[config.mk]
export PLATFORM = sky130hd
export DESIGN_NAME = exposure_day_night_decider_core
export DESIGN_NICKNAME = d
export VERILOG_FILES = /design/src/rtl/edn_pkg.sv /design/src/rtl/exposure_day_night_decider_core.sv /design/src/rtl/edn_cfg_regs.sv /design/src/rtl/edn_decide.sv
export SDC_FILE = /design/constraint.sdc
export NUM_CORES = 1
export LEC_CHECK = 0
export BUFFER_PORTS_ARGS = -buffer_cell sky130_fd_sc_hd__buf_2
export CORE_ASPECT_RATIO = 1.1
export CORE_UTILIZATION = 39
export CTS_BUF_LIST = sky130_fd_sc_hd__clkbuf_4
export DETAILED_ROUTE_END_ITERATION = 6
export PLACE_DENSITY_LB_ADDON = 0.2
export SKIP_LAST_GASP = 1
export SLEW_MARGIN = 10
export SYNTH_ARGS = -nofsm -noshare
export SYNTH_HDL_FRONTEND = slang
export SYNTH_SLANG_ARGS = --single-unit
export TNS_END_PERCENT = 30
[constraint.sdc]
create_clock -name clk_i -period 22.7 [get_ports clk_i]
set_input_delay 3.405 -clock clk_i [delete_from_list [all_inputs] [get_ports clk_i]]
set_output_delay 3.405 -clock clk_i [all_outputs]
set_load 0.03 [all_outputs]
[src/rtl/edn_pkg.sv]
`timescale 1ns / 1ps
// Shared types, register indexes and reset constants of the exposure day/night decider.
package edn_pkg;

  localparam int unsigned ExpW     = 21;
  localparam int unsigned ToneW    = 8;
  localparam int unsigned TempW    = 16;
  localparam int unsigned JitW     = 7;
  localparam int unsigned RunW     = 9;
  localparam int unsigned HoldW    = 4;
  localparam int unsigned CfgIdxW  = 8;
  localparam int unsigned CfgDataW = 32;

  localparam logic [HoldW-1:0] SwitchHoldoffDefault = 4'd3;

  // Reset values of the configuration registers.
  localparam logic [JitW-1:0]  ChangeLimitPctRst   = 7'd3;
  localparam logic [ExpW-1:0]  NightExpLimitRst    = 21'd1200000;
  localparam logic [ExpW-1:0]  DayExpLimitRst      = 21'd930000;
  localparam logic [ToneW-1:0] DayToneLimitRst     = 8'd14;
  localparam logic [ToneW-1:0] DayRunNeededRst     = 8'd10;
  localparam logic [TempW-1:0] WarmLightLimitRst   = 16'd3000;
  localparam logic [ToneW-1:0] WarmToneLimitRst    = 8'd17;
  localparam logic [ToneW-1:0] WarmRunNeededRst    = 8'd8;

  typedef enum logic [CfgIdxW-1:0] {
    RegChangeLimitPct  = 8'd0,
    RegNightExpLimit   = 8'd1,
    RegDayExpLimit     = 8'd2,
    RegDayToneLimit    = 8'd3,
    RegDayRunNeeded    = 8'd4,
    RegWarmLightLimit  = 8'd5,
    RegWarmToneLimit   = 8'd6,
    RegWarmRunNeeded   = 8'd7
  } edn_reg_e;

  typedef enum logic [2:0] {
    DecNone      = 3'd0,
    DecJitter    = 3'd1,
    DecHoldoff   = 3'd2,
    DecNight     = 3'd3,
    DecLowExpDay = 3'd4,
    DecWarmDay   = 3'd5
  } edn_dec_e;

  typedef struct packed {
    logic [ExpW-1:0]  exposure_level;
    logic [ToneW-1:0] tone_strength;
    logic [TempW-1:0] color_temp;
  } edn_in_t;

  typedef struct packed {
    logic     night_on;
    logic     mode_changed;
    edn_dec_e decision;
  } edn_out_t;

  typedef struct packed {
    logic [JitW-1:0]  change_limit_pct;
    logic [ExpW-1:0]  night_exposure_limit;
    logic [ExpW-1:0]  day_exposure_limit;
    logic [ToneW-1:0] day_tone_limit;
    logic [ToneW-1:0] day_run_needed;
    logic [TempW-1:0] warm_light_limit;
    logic [ToneW-1:0] warm_tone_limit;
    logic [ToneW-1:0] warm_run_needed;
  } edn_cfg_t;

endpackage

[src/rtl/exposure_day_night_decider_core.sv]
`timescale 1ns / 1ps
// Top level of the exposure day/night decider: input register, decision logic, result register.
//
// Usage:
//   Input channel (in_valid_i / in_stall_o / in_data_i) carries one camera statistics
//   sample per transaction: exposure level, tone strength and color temperature.
//   Output channel (out_valid_o / out_stall_i / out_data_o) returns one result per
//   sample: the mode after the sample, whether it switched, and the decision code.
//   A transaction completes at a rising edge with valid high and stall low.
//   Configuration registers are written through cfg_valid_i / cfg_ready_o with a
//   register index and data; cfg_ready_o is always high. Write only while idle.
// Timing:
//   The sample enters the input register at its accepting edge and its result is then
//   loaded into the result register, from which the result transaction is taken.
//   Throughput is one sample per cycle while out_stall_i does not hold a valid result.
// Reset:
//   Asynchronous, active low. Clears both valid flags, loads the register defaults,
//   starts in day mode with the hold-off counter loaded.
// Backpressure:
//   While out_stall_i holds a valid result, the input register still takes one
//   more sample; in_stall_o rises once that register is full and cannot drain.
module exposure_day_night_decider_core #(
  parameter logic [edn_pkg::HoldW-1:0] SwitchHoldoff = edn_pkg::SwitchHoldoffDefault
) (
  input  logic                         clk_i,
  input  logic                         rst_ni,
  input  logic                         in_valid_i,
  output logic                         in_stall_o,
  input  edn_pkg::edn_in_t             in_data_i,
  output logic                         out_valid_o,
  input  logic                         out_stall_i,
  output edn_pkg::edn_out_t            out_data_o,
  input  logic                         cfg_valid_i,
  output logic                         cfg_ready_o,
  input  logic [edn_pkg::CfgIdxW-1:0]  cfg_index_i,
  input  logic [edn_pkg::CfgDataW-1:0] cfg_data_i
);

  edn_pkg::edn_cfg_t cfg;
  edn_pkg::edn_in_t  in_q;
  logic              in_valid_q;
  edn_pkg::edn_out_t result;
  edn_pkg::edn_out_t out_q;
  logic              out_valid_q;
  logic              advance;
  logic              step;
  logic              in_take;

  assign advance     = !out_valid_q || !out_stall_i;
  assign step        = in_valid_q && advance;
  assign in_stall_o  = in_valid_q && !advance;
  assign in_take     = in_valid_i && !in_stall_o;
  assign out_valid_o = out_valid_q;
  assign out_data_o  = out_q;

  edn_cfg_regs u_cfg (
    .clk_i       (clk_i),
    .rst_ni      (rst_ni),
    .cfg_valid_i (cfg_valid_i),
    .cfg_ready_o (cfg_ready_o),
    .cfg_index_i (cfg_index_i),
    .cfg_data_i  (cfg_data_i),
    .cfg_o       (cfg)
  );

  edn_decide #(
    .SwitchHoldoff (SwitchHoldoff)
  ) u_decide (
    .clk_i    (clk_i),
    .rst_ni   (rst_ni),
    .step_i   (step),
    .sample_i (in_q),
    .cfg_i    (cfg),
    .result_o (result)
  );

  always_ff @(posedge clk_i or negedge rst_ni) begin
    if (!rst_ni) begin
      in_valid_q <= 1'b0;
    end else if (in_take) begin
      in_valid_q <= 1'b1;
    end else if (step) begin
      in_valid_q <= 1'b0;
    end
  end

  always_ff @(posedge clk_i) begin
    if (in_take) begin
      in_q <= in_data_i;
    end
  end

  always_ff @(posedge clk_i or negedge rst_ni) begin
    if (!rst_ni) begin
      out_valid_q <= 1'b0;
    end else if (step) begin
      out_valid_q <= 1'b1;
    end else if (!out_stall_i) begin
      out_valid_q <= 1'b0;
    end
  end

  always_ff @(posedge clk_i) begin
    if (step) begin
      out_q <= result;
    end
  end

endmodule

[src/rtl/edn_cfg_regs.sv]
`timescale 1ns / 1ps
// Configuration register file of the exposure day/night decider.
module edn_cfg_regs (
  input  logic                               clk_i,
  input  logic                               rst_ni,
  input  logic                               cfg_valid_i,
  output logic                               cfg_ready_o,
  input  logic [edn_pkg::CfgIdxW-1:0]        cfg_index_i,
  input  logic [edn_pkg::CfgDataW-1:0]       cfg_data_i,
  output edn_pkg::edn_cfg_t                  cfg_o
);

  edn_pkg::edn_cfg_t cfg_q, cfg_d;

  assign cfg_ready_o = 1'b1;
  assign cfg_o       = cfg_q;

  always_comb begin
    cfg_d = cfg_q;
    if (cfg_valid_i) begin
      // Writes to indexes beyond the register list are dropped.
      case (cfg_index_i)
        edn_pkg::RegChangeLimitPct:
          cfg_d.change_limit_pct = cfg_data_i[edn_pkg::JitW-1:0];
        edn_pkg::RegNightExpLimit:
          cfg_d.night_exposure_limit = cfg_data_i[edn_pkg::ExpW-1:0];
        edn_pkg::RegDayExpLimit:
          cfg_d.day_exposure_limit = cfg_data_i[edn_pkg::ExpW-1:0];
        edn_pkg::RegDayToneLimit:
          cfg_d.day_tone_limit = cfg_data_i[edn_pkg::ToneW-1:0];
        edn_pkg::RegDayRunNeeded:
          cfg_d.day_run_needed = cfg_data_i[edn_pkg::ToneW-1:0];
        edn_pkg::RegWarmLightLimit:
          cfg_d.warm_light_limit = cfg_data_i[edn_pkg::TempW-1:0];
        edn_pkg::RegWarmToneLimit:
          cfg_d.warm_tone_limit = cfg_data_i[edn_pkg::ToneW-1:0];
        edn_pkg::RegWarmRunNeeded:
          cfg_d.warm_run_needed = cfg_data_i[edn_pkg::ToneW-1:0];
        default: begin
        end
      endcase
    end
  end

  always_ff @(posedge clk_i or negedge rst_ni) begin
    if (!rst_ni) begin
      cfg_q.change_limit_pct     <= edn_pkg::ChangeLimitPctRst;
      cfg_q.night_exposure_limit <= edn_pkg::NightExpLimitRst;
      cfg_q.day_exposure_limit   <= edn_pkg::DayExpLimitRst;
      cfg_q.day_tone_limit       <= edn_pkg::DayToneLimitRst;
      cfg_q.day_run_needed       <= edn_pkg::DayRunNeededRst;
      cfg_q.warm_light_limit     <= edn_pkg::WarmLightLimitRst;
      cfg_q.warm_tone_limit      <= edn_pkg::WarmToneLimitRst;
      cfg_q.warm_run_needed      <= edn_pkg::WarmRunNeededRst;
    end else begin
      cfg_q <= cfg_d;
    end
  end

endmodule

[src/rtl/edn_decide.sv]
`timescale 1ns / 1ps
// Decision logic and mode state: jitter test, hold-off, night and day switching.
module edn_decide #(
  parameter logic [edn_pkg::HoldW-1:0] SwitchHoldoff = edn_pkg::SwitchHoldoffDefault
) (
  input  logic              clk_i,
  input  logic              rst_ni,
  input  logic              step_i,
  input  edn_pkg::edn_in_t  sample_i,
  input  edn_pkg::edn_cfg_t cfg_i,
  output edn_pkg::edn_out_t result_o
);

  localparam int unsigned ExpW  = edn_pkg::ExpW;
  localparam int unsigned RunW  = edn_pkg::RunW;
  localparam int unsigned HoldW = edn_pkg::HoldW;
  localparam int unsigned LhsW  = ExpW + 7;
  localparam int unsigned RhsW  = ExpW + edn_pkg::JitW + 1;
  localparam int unsigned CmpW  = (LhsW > RhsW) ? LhsW : RhsW;
  localparam logic [RunW-1:0] RunMax = {RunW{1'b1}};

  logic [ExpW-1:0]  prev_exp_q, prev_exp_d;
  logic             night_q, night_d;
  logic [HoldW-1:0] hold_q, hold_d;
  logic [RunW-1:0]  low_run_q, low_run_d;
  logic [RunW-1:0]  warm_run_q, warm_run_d;

  logic [ExpW-1:0]           diff;
  logic [LhsW-1:0]           lhs;
  logic [RhsW-1:0]           rhs;
  logic [edn_pkg::JitW:0]    jit_scale;
  logic                      jitter;
  logic [RunW-1:0]           low_inc, warm_inc;
  logic                      low_cond, warm_cond;
  logic                      switched;

  assign diff      = (sample_i.exposure_level >= prev_exp_q) ?
                     (sample_i.exposure_level - prev_exp_q) :
                     (prev_exp_q - sample_i.exposure_level);
  assign lhs       = LhsW'(diff) * LhsW'(100);
  assign jit_scale = {1'b0, cfg_i.change_limit_pct} + 1'b1;
  assign rhs       = RhsW'(jit_scale) * RhsW'(sample_i.exposure_level);
  // Integer form of a relative change test; zero exposure is always unstable.
  assign jitter    = (sample_i.exposure_level == '0) || (CmpW'(lhs) >= CmpW'(rhs));

  assign low_inc   = (low_run_q == RunMax) ? RunMax : low_run_q + 1'b1;
  assign warm_inc  = (warm_run_q == RunMax) ? RunMax : warm_run_q + 1'b1;
  assign low_cond  = night_q && (sample_i.exposure_level < cfg_i.day_exposure_limit) &&
                     (sample_i.tone_strength < cfg_i.day_tone_limit);
  assign warm_cond = night_q && (sample_i.color_temp < cfg_i.warm_light_limit) &&
                     (sample_i.tone_strength > cfg_i.warm_tone_limit);

  always_comb begin
    prev_exp_d            = sample_i.exposure_level;
    night_d               = night_q;
    hold_d                = hold_q;
    low_run_d             = low_run_q;
    warm_run_d            = warm_run_q;
    switched              = 1'b0;
    result_o.mode_changed = 1'b0;
    result_o.decision     = edn_pkg::DecNone;
    if (jitter) begin
      low_run_d         = '0;
      warm_run_d        = '0;
      result_o.decision = edn_pkg::DecJitter;
    end else if (hold_q != '0) begin
      hold_d            = hold_q - 1'b1;
      result_o.decision = edn_pkg::DecHoldoff;
    end else if (!night_q && (sample_i.exposure_level > cfg_i.night_exposure_limit)) begin
      night_d               = 1'b1;
      low_run_d             = '0;
      warm_run_d            = '0;
      hold_d                = SwitchHoldoff;
      result_o.mode_changed = 1'b1;
      result_o.decision     = edn_pkg::DecNight;
    end else begin
      if (low_cond) begin
        low_run_d = low_inc;
        if (low_inc > RunW'(cfg_i.day_run_needed)) begin
          night_d               = 1'b0;
          hold_d                = SwitchHoldoff;
          switched              = 1'b1;
          result_o.mode_changed = 1'b1;
          result_o.decision     = edn_pkg::DecLowExpDay;
        end
      end else begin
        low_run_d = '0;
      end
      // The warm-light run is left untouched when the low-exposure run switched.
      if (!switched) begin
        if (warm_cond) begin
          warm_run_d = warm_inc;
          if (warm_inc > RunW'(cfg_i.warm_run_needed)) begin
            night_d               = 1'b0;
            hold_d                = SwitchHoldoff;
            result_o.mode_changed = 1'b1;
            result_o.decision     = edn_pkg::DecWarmDay;
          end
        end else begin
          warm_run_d = '0;
        end
      end
    end
    result_o.night_on = night_d;
  end

  always_ff @(posedge clk_i or negedge rst_ni) begin
    if (!rst_ni) begin
      prev_exp_q <= '0;
      night_q    <= 1'b0;
      hold_q     <= SwitchHoldoff;
      low_run_q  <= '0;
      warm_run_q <= '0;
    end else if (step_i) begin
      prev_exp_q <= prev_exp_d;
      night_q    <= night_d;
      hold_q     <= hold_d;
      low_run_q  <= low_run_d;
      warm_run_q <= warm_run_d;
    end
  end

endmodule

# Word-level counts from Yosys, hierarchy flattened
# Index checks and enable logic that the tools add are counted.
[classes]
n_addsub = 6
n_mul = 2
magnitude_cmp = 9
n_eq_ne = 12
n_mux = 43
bitwise_logic = 1
n_reduce_logical = 32
[op_table]
columns = ["cell", "n"]
rows = [
  ["9-bit 2-to-1 mux", 11],
  ["4-bit 2-to-1 mux", 13],
  ["21-bit subtractor", 2],
  ["8-bit by 3-bit == test with 1-bit output, second input constant", 4],
  ["28-bit by 29-bit greater-or-equal comparator with 1-bit output", 1],
  ["8-bit by 21-bit multiplier with 29-bit output", 1],
  ["21-bit by 5-bit multiplier with 26-bit output, second input constant", 1],
  ["21-bit greater-or-equal comparator", 1],
  ["21-bit greater-than comparator", 1],
  ["21-bit logical NOT", 1],
  ["21-bit < comparator", 1],
  ["21-bit 2-to-1 mux", 1],
  ["2-bit AND reduction", 10],
  ["9-bit by 1-bit adder with 9-bit output, second input constant", 2],
  ["9-bit == test, second input constant", 2],
  ["9-bit by 8-bit greater-than comparator with 1-bit output", 2],
  ["1-bit 2-to-1 mux", 17],
  ["8-bit by 2-bit == test with 1-bit output, second input constant", 2],
  ["16-bit < comparator", 1],
  ["7-bit by 1-bit adder with 8-bit output, second input constant", 1],
  ["8-bit by 1-bit == test with 1-bit output, second input constant", 1],
  ["8-bit greater-than comparator", 1],
  ["1-bit logical AND", 8],
  ["8-bit logical NOT", 1],
  ["13 further kinds", 19],
]
[totals]
register_bits = 193
output_inout_bits = 8
word_cells = 127

# Logic depth before layout (Yosys ltp)
[depth]
depth_word = 12
mapped_depth = 40

# Hierarchy
# Synthesis repeated with hierarchy kept, for this count alone.
[unflattened]
hier_cells = 2024
area_unflattened_um2 = 19483.7
[by_module_without_submodules]
columns = ["mod", "instances", "cells_each", "area_per_inst_um2", "seq_area_each_um2"]
rows = [
  ["edn_decide", 1, 1750, 14188.6, 1103.6],
  ["edn_cfg_regs", 1, 216, 3701.0, 2468.6],
  ["exposure_day_night_decider_core", 1, 58, 1594.0, 1551.5],
]

# Least setup slack after synthesis
# OpenSTA, ideal clock, no wires.
[synth_path]
path_type = "reg-to-reg"
startpoint = "reg in_q[35] (netlist bit)"
endpoint = "reg out_q (netlist bit out_data_o[4]), data pin"
t_arrival_ps = 7679
slack_ps = 14765
path_stages_with_launch = 40
path_buffers = 4
period_less_slack_ps = 7935
cell_sequence = "edfxtp_1 > inv_1 > ha_1 > buf_6 > and4_1 > nand2_1 > a21boi_1 > or4b_1 > o21a_1 > a31o_4 > buf_6 > buf_6 > o21ai_1 > xor2_1 > ha_1 > ha_1 > inv_1 > fa_1 > [4 not listed] > a21boi_0 > o41ai_1 > o211ai_1 > a31oi_1 > inv_1 > a211oi_1 > a21oi_1 > ha_1 > a21o_1 > a21o_1 > a21oi_1 > o2111ai_1 > a31oi_1 > a211o_1 > o21ai_2 > buf_4 > or2_1 > o22a_1"
[synth_between]
elab_chain_cells = 11
elab_cells_between_ends = 25
classes_between = "2 x add/sub; 2 x mul; 4 x order compare; 12 x mux; 5 x reduce/logical"
[synth_lines]
columns = ["element", "line", "text"]
rows = [
  ["from (decl)", "exposure_day_night_decider_core.sv:40", "edn_pkg::edn_in_t in_q;"],
  ["from (signal assigned)", "exposure_day_night_decider_core.sv:89", "in_q <= in_data_i;"],
  ["parallel branches: the longest is 10 deep, another holds 28-bit by 29-bit greater-or-equal comparator with 1-bit output", "--", ""],
  ["1-bit 2-to-1 mux *", "edn_decide.sv:62", "if (jitter) begin"],
  ["named net u_decide.night_d", "edn_decide.sv:23", "logic night_q, night_d;"],
  ["to (signal assigned)", "exposure_day_night_decider_core.sv:105", "out_q <= result;"],
  ["to (decl)", "exposure_day_night_decider_core.sv:43", "edn_pkg::edn_out_t out_q;"],
]
# Mark *: on every way through the listed nets, which the timed path passes. The select of a mux whose other input is x is not followed.
# A chain may end at the register's enable or synchronous reset.

# Final worst setup path
[layout_path]
startpoint = "reg in_q[26] (netlist bit)"
endpoint = "reg u_decide.warm_run_q[5]"
[layout_between]
elab_chain_cells = 9
elab_cells_between_ends = 24
classes_between = "2 x add/sub; 2 x mul; 4 x order compare; 2 x eq/ne; 8 x mux; 6 x reduce/logical"
[layout_lines]
columns = ["element", "line", "text"]
rows = [
  ["parallel branches: the longest is 9 deep, another holds 28-bit by 29-bit greater-or-equal comparator with 1-bit output", "--", ""],
  ["to (signal assigned)", "edn_decide.sv:119", "warm_run_q <= warm_run_d;"],
  ["to (decl)", "edn_decide.sv:26", "logic [RunW-1:0] warm_run_q, warm_run_d;"],
]
# Several ways; the timed one is not identified. The select of a mux whose other input is x is not followed.

==> out/summary.md <==
For the latest clock arrival within the worst-skew pair, the log shows 650 ps. Between clock sinks in the finished design, the worst skew comes to 20.5 ps. Post-synthesis cell count: 2,130. After global routing the overflow that remains totals 0. At the worst endpoint, the required time is 23,280 ps. For this run, the leading register cell type out of synthesis is sky130_fd_sc_hd__dfrtp_1. For hold timing, the worst endpoint is u_cfg.cfg_o[42]. The number of synthesized register bits was 193. The first routing iteration left 708 violations.

The part of the total power dissipated in sequential elements was 13.0%. In this run the deepest clock path goes through 2 buffers. TritonCTS built the clock tree. The yosys synthesis warning count was 0; the highest clock rate was 96.5 MHz. Slew of the pin with the lowest slew margin: 1080 ps. When the netlist entered floorplanning its net count stood at 2,626.

Setup repair after global routing left no endpoint under its margin. Cell with the biggest individual delay on the critical path: sky130_fd_sc_hd__edfxtp_1. The first global-routing pass estimated 80.2 mm of wire. After legalization and detailed placement, the total HPWL measured 39.2 mm. The H-tree generated during clock tree synthesis spans 4 levels. The share of total power dissipated in combinational logic is 80.9%. From synthesis to final layout, the design area changed by 6.94%. The logs give 26.1% for the proportion of synthesized chip area in sequential cells and 85 for the number of cell rows.

Entering global routing, the biggest net connects 78 pins. The count of buffers from port buffering was 85. The floorplan step defined a core boundary enclosing 0.0493 mm2.

Endpoint type of the worst setup path: a register. For the final routed database, the setup TNS stands at 0 ps. Dividing the detail-routed wire length by the instance count gives 17.2 um. The library cell used most frequently in the layout, excluding fill and tap cells, is sky130_fd_sc_hd__inv_1. The tools report the clock network power share as 6.1%. The flow ran to the end, and the final reports show no timing, DRC or antenna violations. The power per cell area came out at 154 mW/mm2. Once layout is done, the placed cells without fillers occupy 0.0210 mm2. Across the VDD grid, the largest voltage drop is 182 uV. The vertical die dimension is 237 um, and the overall routing resource usage is 19.8%. The initial utilization of the core area, before any placement, comes to 39.8%.

The number of different library cells used by synthesis comes to 83. The tools report the I/O pin count as 98. In this run the remaining antenna-violating nets after routing total 0. The congestion estimate from routability-driven global placement came to 0.890. Along the worst hold path, the cell count comes to 2. After detailed routing, the total wire length is 49.2 mm. The mean instance size in the synthesized netlist is 9.22 um2, and the critical-path maximum fanout is 32. Source of the worst register-to-register timing path: in_q[26]. Critical setup path kind: register to register.

The register clock-pin slew on the reported worst setup and hold paths is 160 ps. For this run, asynchronously set or reset flops after synthesis account for 74.1%. The most numerous cell on the critical path is sky130_fd_sc_hd__ha_1. The depth of the worst register-to-register path was 37.

The number of design rule violations left after detail routing is 0, and the post-route clock period utilization is 45.6%. The buffer cell driving the clock tree root is sky130_fd_sc_hd__clkbuf_4. The max-slew violation count came out at 0. The average vias per placed instance is 5.22, and the initial antenna violation count is 1. STA puts the critical path data arrival time at 10,940 ps. Internal power of the cells: 1.53 mW. In this run, synthesis inferred 50 flip-flops with an integrated enable.

The class of the worst hold path is register to register. The die width works out to 216 um. Setup violations remaining at the end of the flow were counted as 0.

The tools report the hold path startpoint as u_cfg.cfg_o[42]. The run gives 0 as the final hold violation count. The fraction of final layout cells sized beyond drive strength 1 works out to 11.0%. The via count is 14,900. The run gives 0 as the setup fix buffers added after clock tree synthesis. The analysis attributes to cell leakage a power of 10.5 nW. For the hold buffer count at cts, the log shows 0. The run gives 15,500 as the number of global-route vias before repair.

Across the run, the number of max-cap violations was 0. For the net total in the final layout, the log shows 2,682. The worst setup path is launched from a register.

The tools report the worst relative slew slack as 27.7%. The cell area after technology mapping came out at 0.0196 mm2. After detailed placement, the total cell area comes to 0.0207 mm2. After clock tree synthesis, the repair step resized 0 gates. The first TritonRoute pass finished after 5 iterations.

Number of buffers created by CTS: 17. Leaving out fill and tap cells, the most frequent cells in the layout are 338 x sky130_fd_sc_hd__inv_1, 274 x sky130_fd_sc_hd__ha_1, 168 x sky130_fd_sc_hd__nand2_1, 138 x sky130_fd_sc_hd__o21ai_0, 137 x sky130_fd_sc_hd__nor2_1. The die covers 0.0513 mm2.

The reg-to-reg endpoint was u_decide.warm_run_q[5]. The switching power as a share of total power was 52.7%; the final critical path time including I/O delays and setup was 10,360 ps. The register-to-register setup slack came out at 12,340 ps. Biggest cell delay along the critical path: 630 ps. The clock drives 193 sinks. For this design the total switching power over the nets is 1.71 mW.
==> worst max-delay path by stage <==
stage | startpoint | endpoint | slack (ps) | depth (start not counted)
after floorplan | in_q[35] | out_data_o[4] | 14770 | 39
after global placement | in_q[26] | u_decide.low_run_q[0] | 12340 | 37
after detailed placement | in_q[26] | u_decide.low_run_q[0] | 12290 | 37
after CTS | in_q[26] | u_decide.low_run_q[0] | 12200 | 37
after global routing | in_q[26] | u_decide.low_run_q[0] | 11680 | 37
final | in_q[26] | u_decide.warm_run_q[5] | 12340 | 37
==> synth_stat cells (47+ instances only) <==
library cell	count	area, um2
sky130_fd_sc_hd__nand2_1	168	631
sky130_fd_sc_hd__fa_1	132	2640
sky130_fd_sc_hd__mux2_2	50	563
sky130_fd_sc_hd__ha_1	274	3430
sky130_fd_sc_hd__edfxtp_1	50	1500
sky130_fd_sc_hd__nor2_1	137	514
sky130_fd_sc_hd__inv_1	338	1270
sky130_fd_sc_hd__a21o_1	54	405
sky130_fd_sc_hd__nand2b_1	47	294
sky130_fd_sc_hd__dfrtp_1	108	2700
sky130_fd_sc_hd__o21ai_0	138	691
sky130_fd_sc_hd__xnor2_1	49	429
sky130_fd_sc_hd__a21oi_1	94	470
==> power groups by stage <==
stage          clock (mW)  sequential [mW]  combinational, mW
2_1_floorplan           0            0.425               1.95
3_3_place_gp            0            0.429               2.55
3_5_place_dp            0            0.430               2.62
4_1_cts             0.207            0.423               2.64
5_1_grt             0.218            0.427               2.97
6_report            0.198            0.423               2.62
==> registers in the layout, indices dropped and copies added (netlist names) <==
name,count
out_data_o,5
u_decide.warm_run_q,9
u_decide.low_run_q,9
in_q,45
u_cfg.cfg_o,97
u_decide.hold_q,4
u_decide.night_q,1
u_decide.prev_exp_q,21
in_valid_q,1
out_valid_o,1
==> area by class of cell <==
| cell class | instances | area [um2] |
|---|---|---|
| clock buffers | 18 | 135 |
| well taps | 652 | 816 |
| repair buffers | 95 | 507 |
| diodes | 1 | 2.50 |
| multi-input cells | 1537 | 13000 |
| clock inverters | 14 | 153 |
| inverters | 342 | 1280 |
| flip-flops and latches | 193 | 5120 |
| fillers | 4922 | 28300 |
==> worst max-delay path, delay by kind of cell, from the launching register on <==
kind                     cells  cell delay (ps)
flip-flops                   1              630
AO/OA/AOI/OAI               21             5390
AND/OR/NAND/NOR              4              780
buffers and inverters        5              800
adder cells (fa/ha/maj)      6             2350
XOR/XNOR                     1              300
==> stage by stage <==
step / power, mW / setup WS (ps) / util (%) / instances / hold slack (ps)
finish: 3.24 / 12340 / 42.6 / 2852 / 519
global route: 3.62 / 11680 / 42.6 / 2852 / 545
CTS: 3.27 / 12200 / 42.6 / 2851 / 521
detailed placement: 3.05 / 12290 / 42.0 / 2819 / 486
global placement: 2.98 / 12340 / 42.0 / 2819 / 474
floorplan: 2.38 / 14770 / - / 2130 / 457
==> cell families (layout without fill, tap and decap cells) <==
family / after synthesis / after routing / synth area share [%]
AO/OA/AOI/OAI: 424 / 424 / 13.7
XOR/XNOR: 89 / 89 / 4.01
adder cells (fa/ha/maj): 406 / 406 / 30.9
buffers and inverters: 400 / 469 / 7.98
flip-flops: 193 / 193 / 26.1
multiplexers: 64 / 64 / 3.75
other: 1 / 2 / 0.0191
AND/OR/NAND/NOR: 553 / 553 / 13.6
==> metal layers <==
layer	track usage [%]	up-vias	wire length, um
li1	-	7266	-
met3	2.24	52	1470
met4	5.53	0	1100
met1	25.0	7301	22000
met5	0	-	0
met2	35.3	263	24600
(Power assumes the default switching activity.)
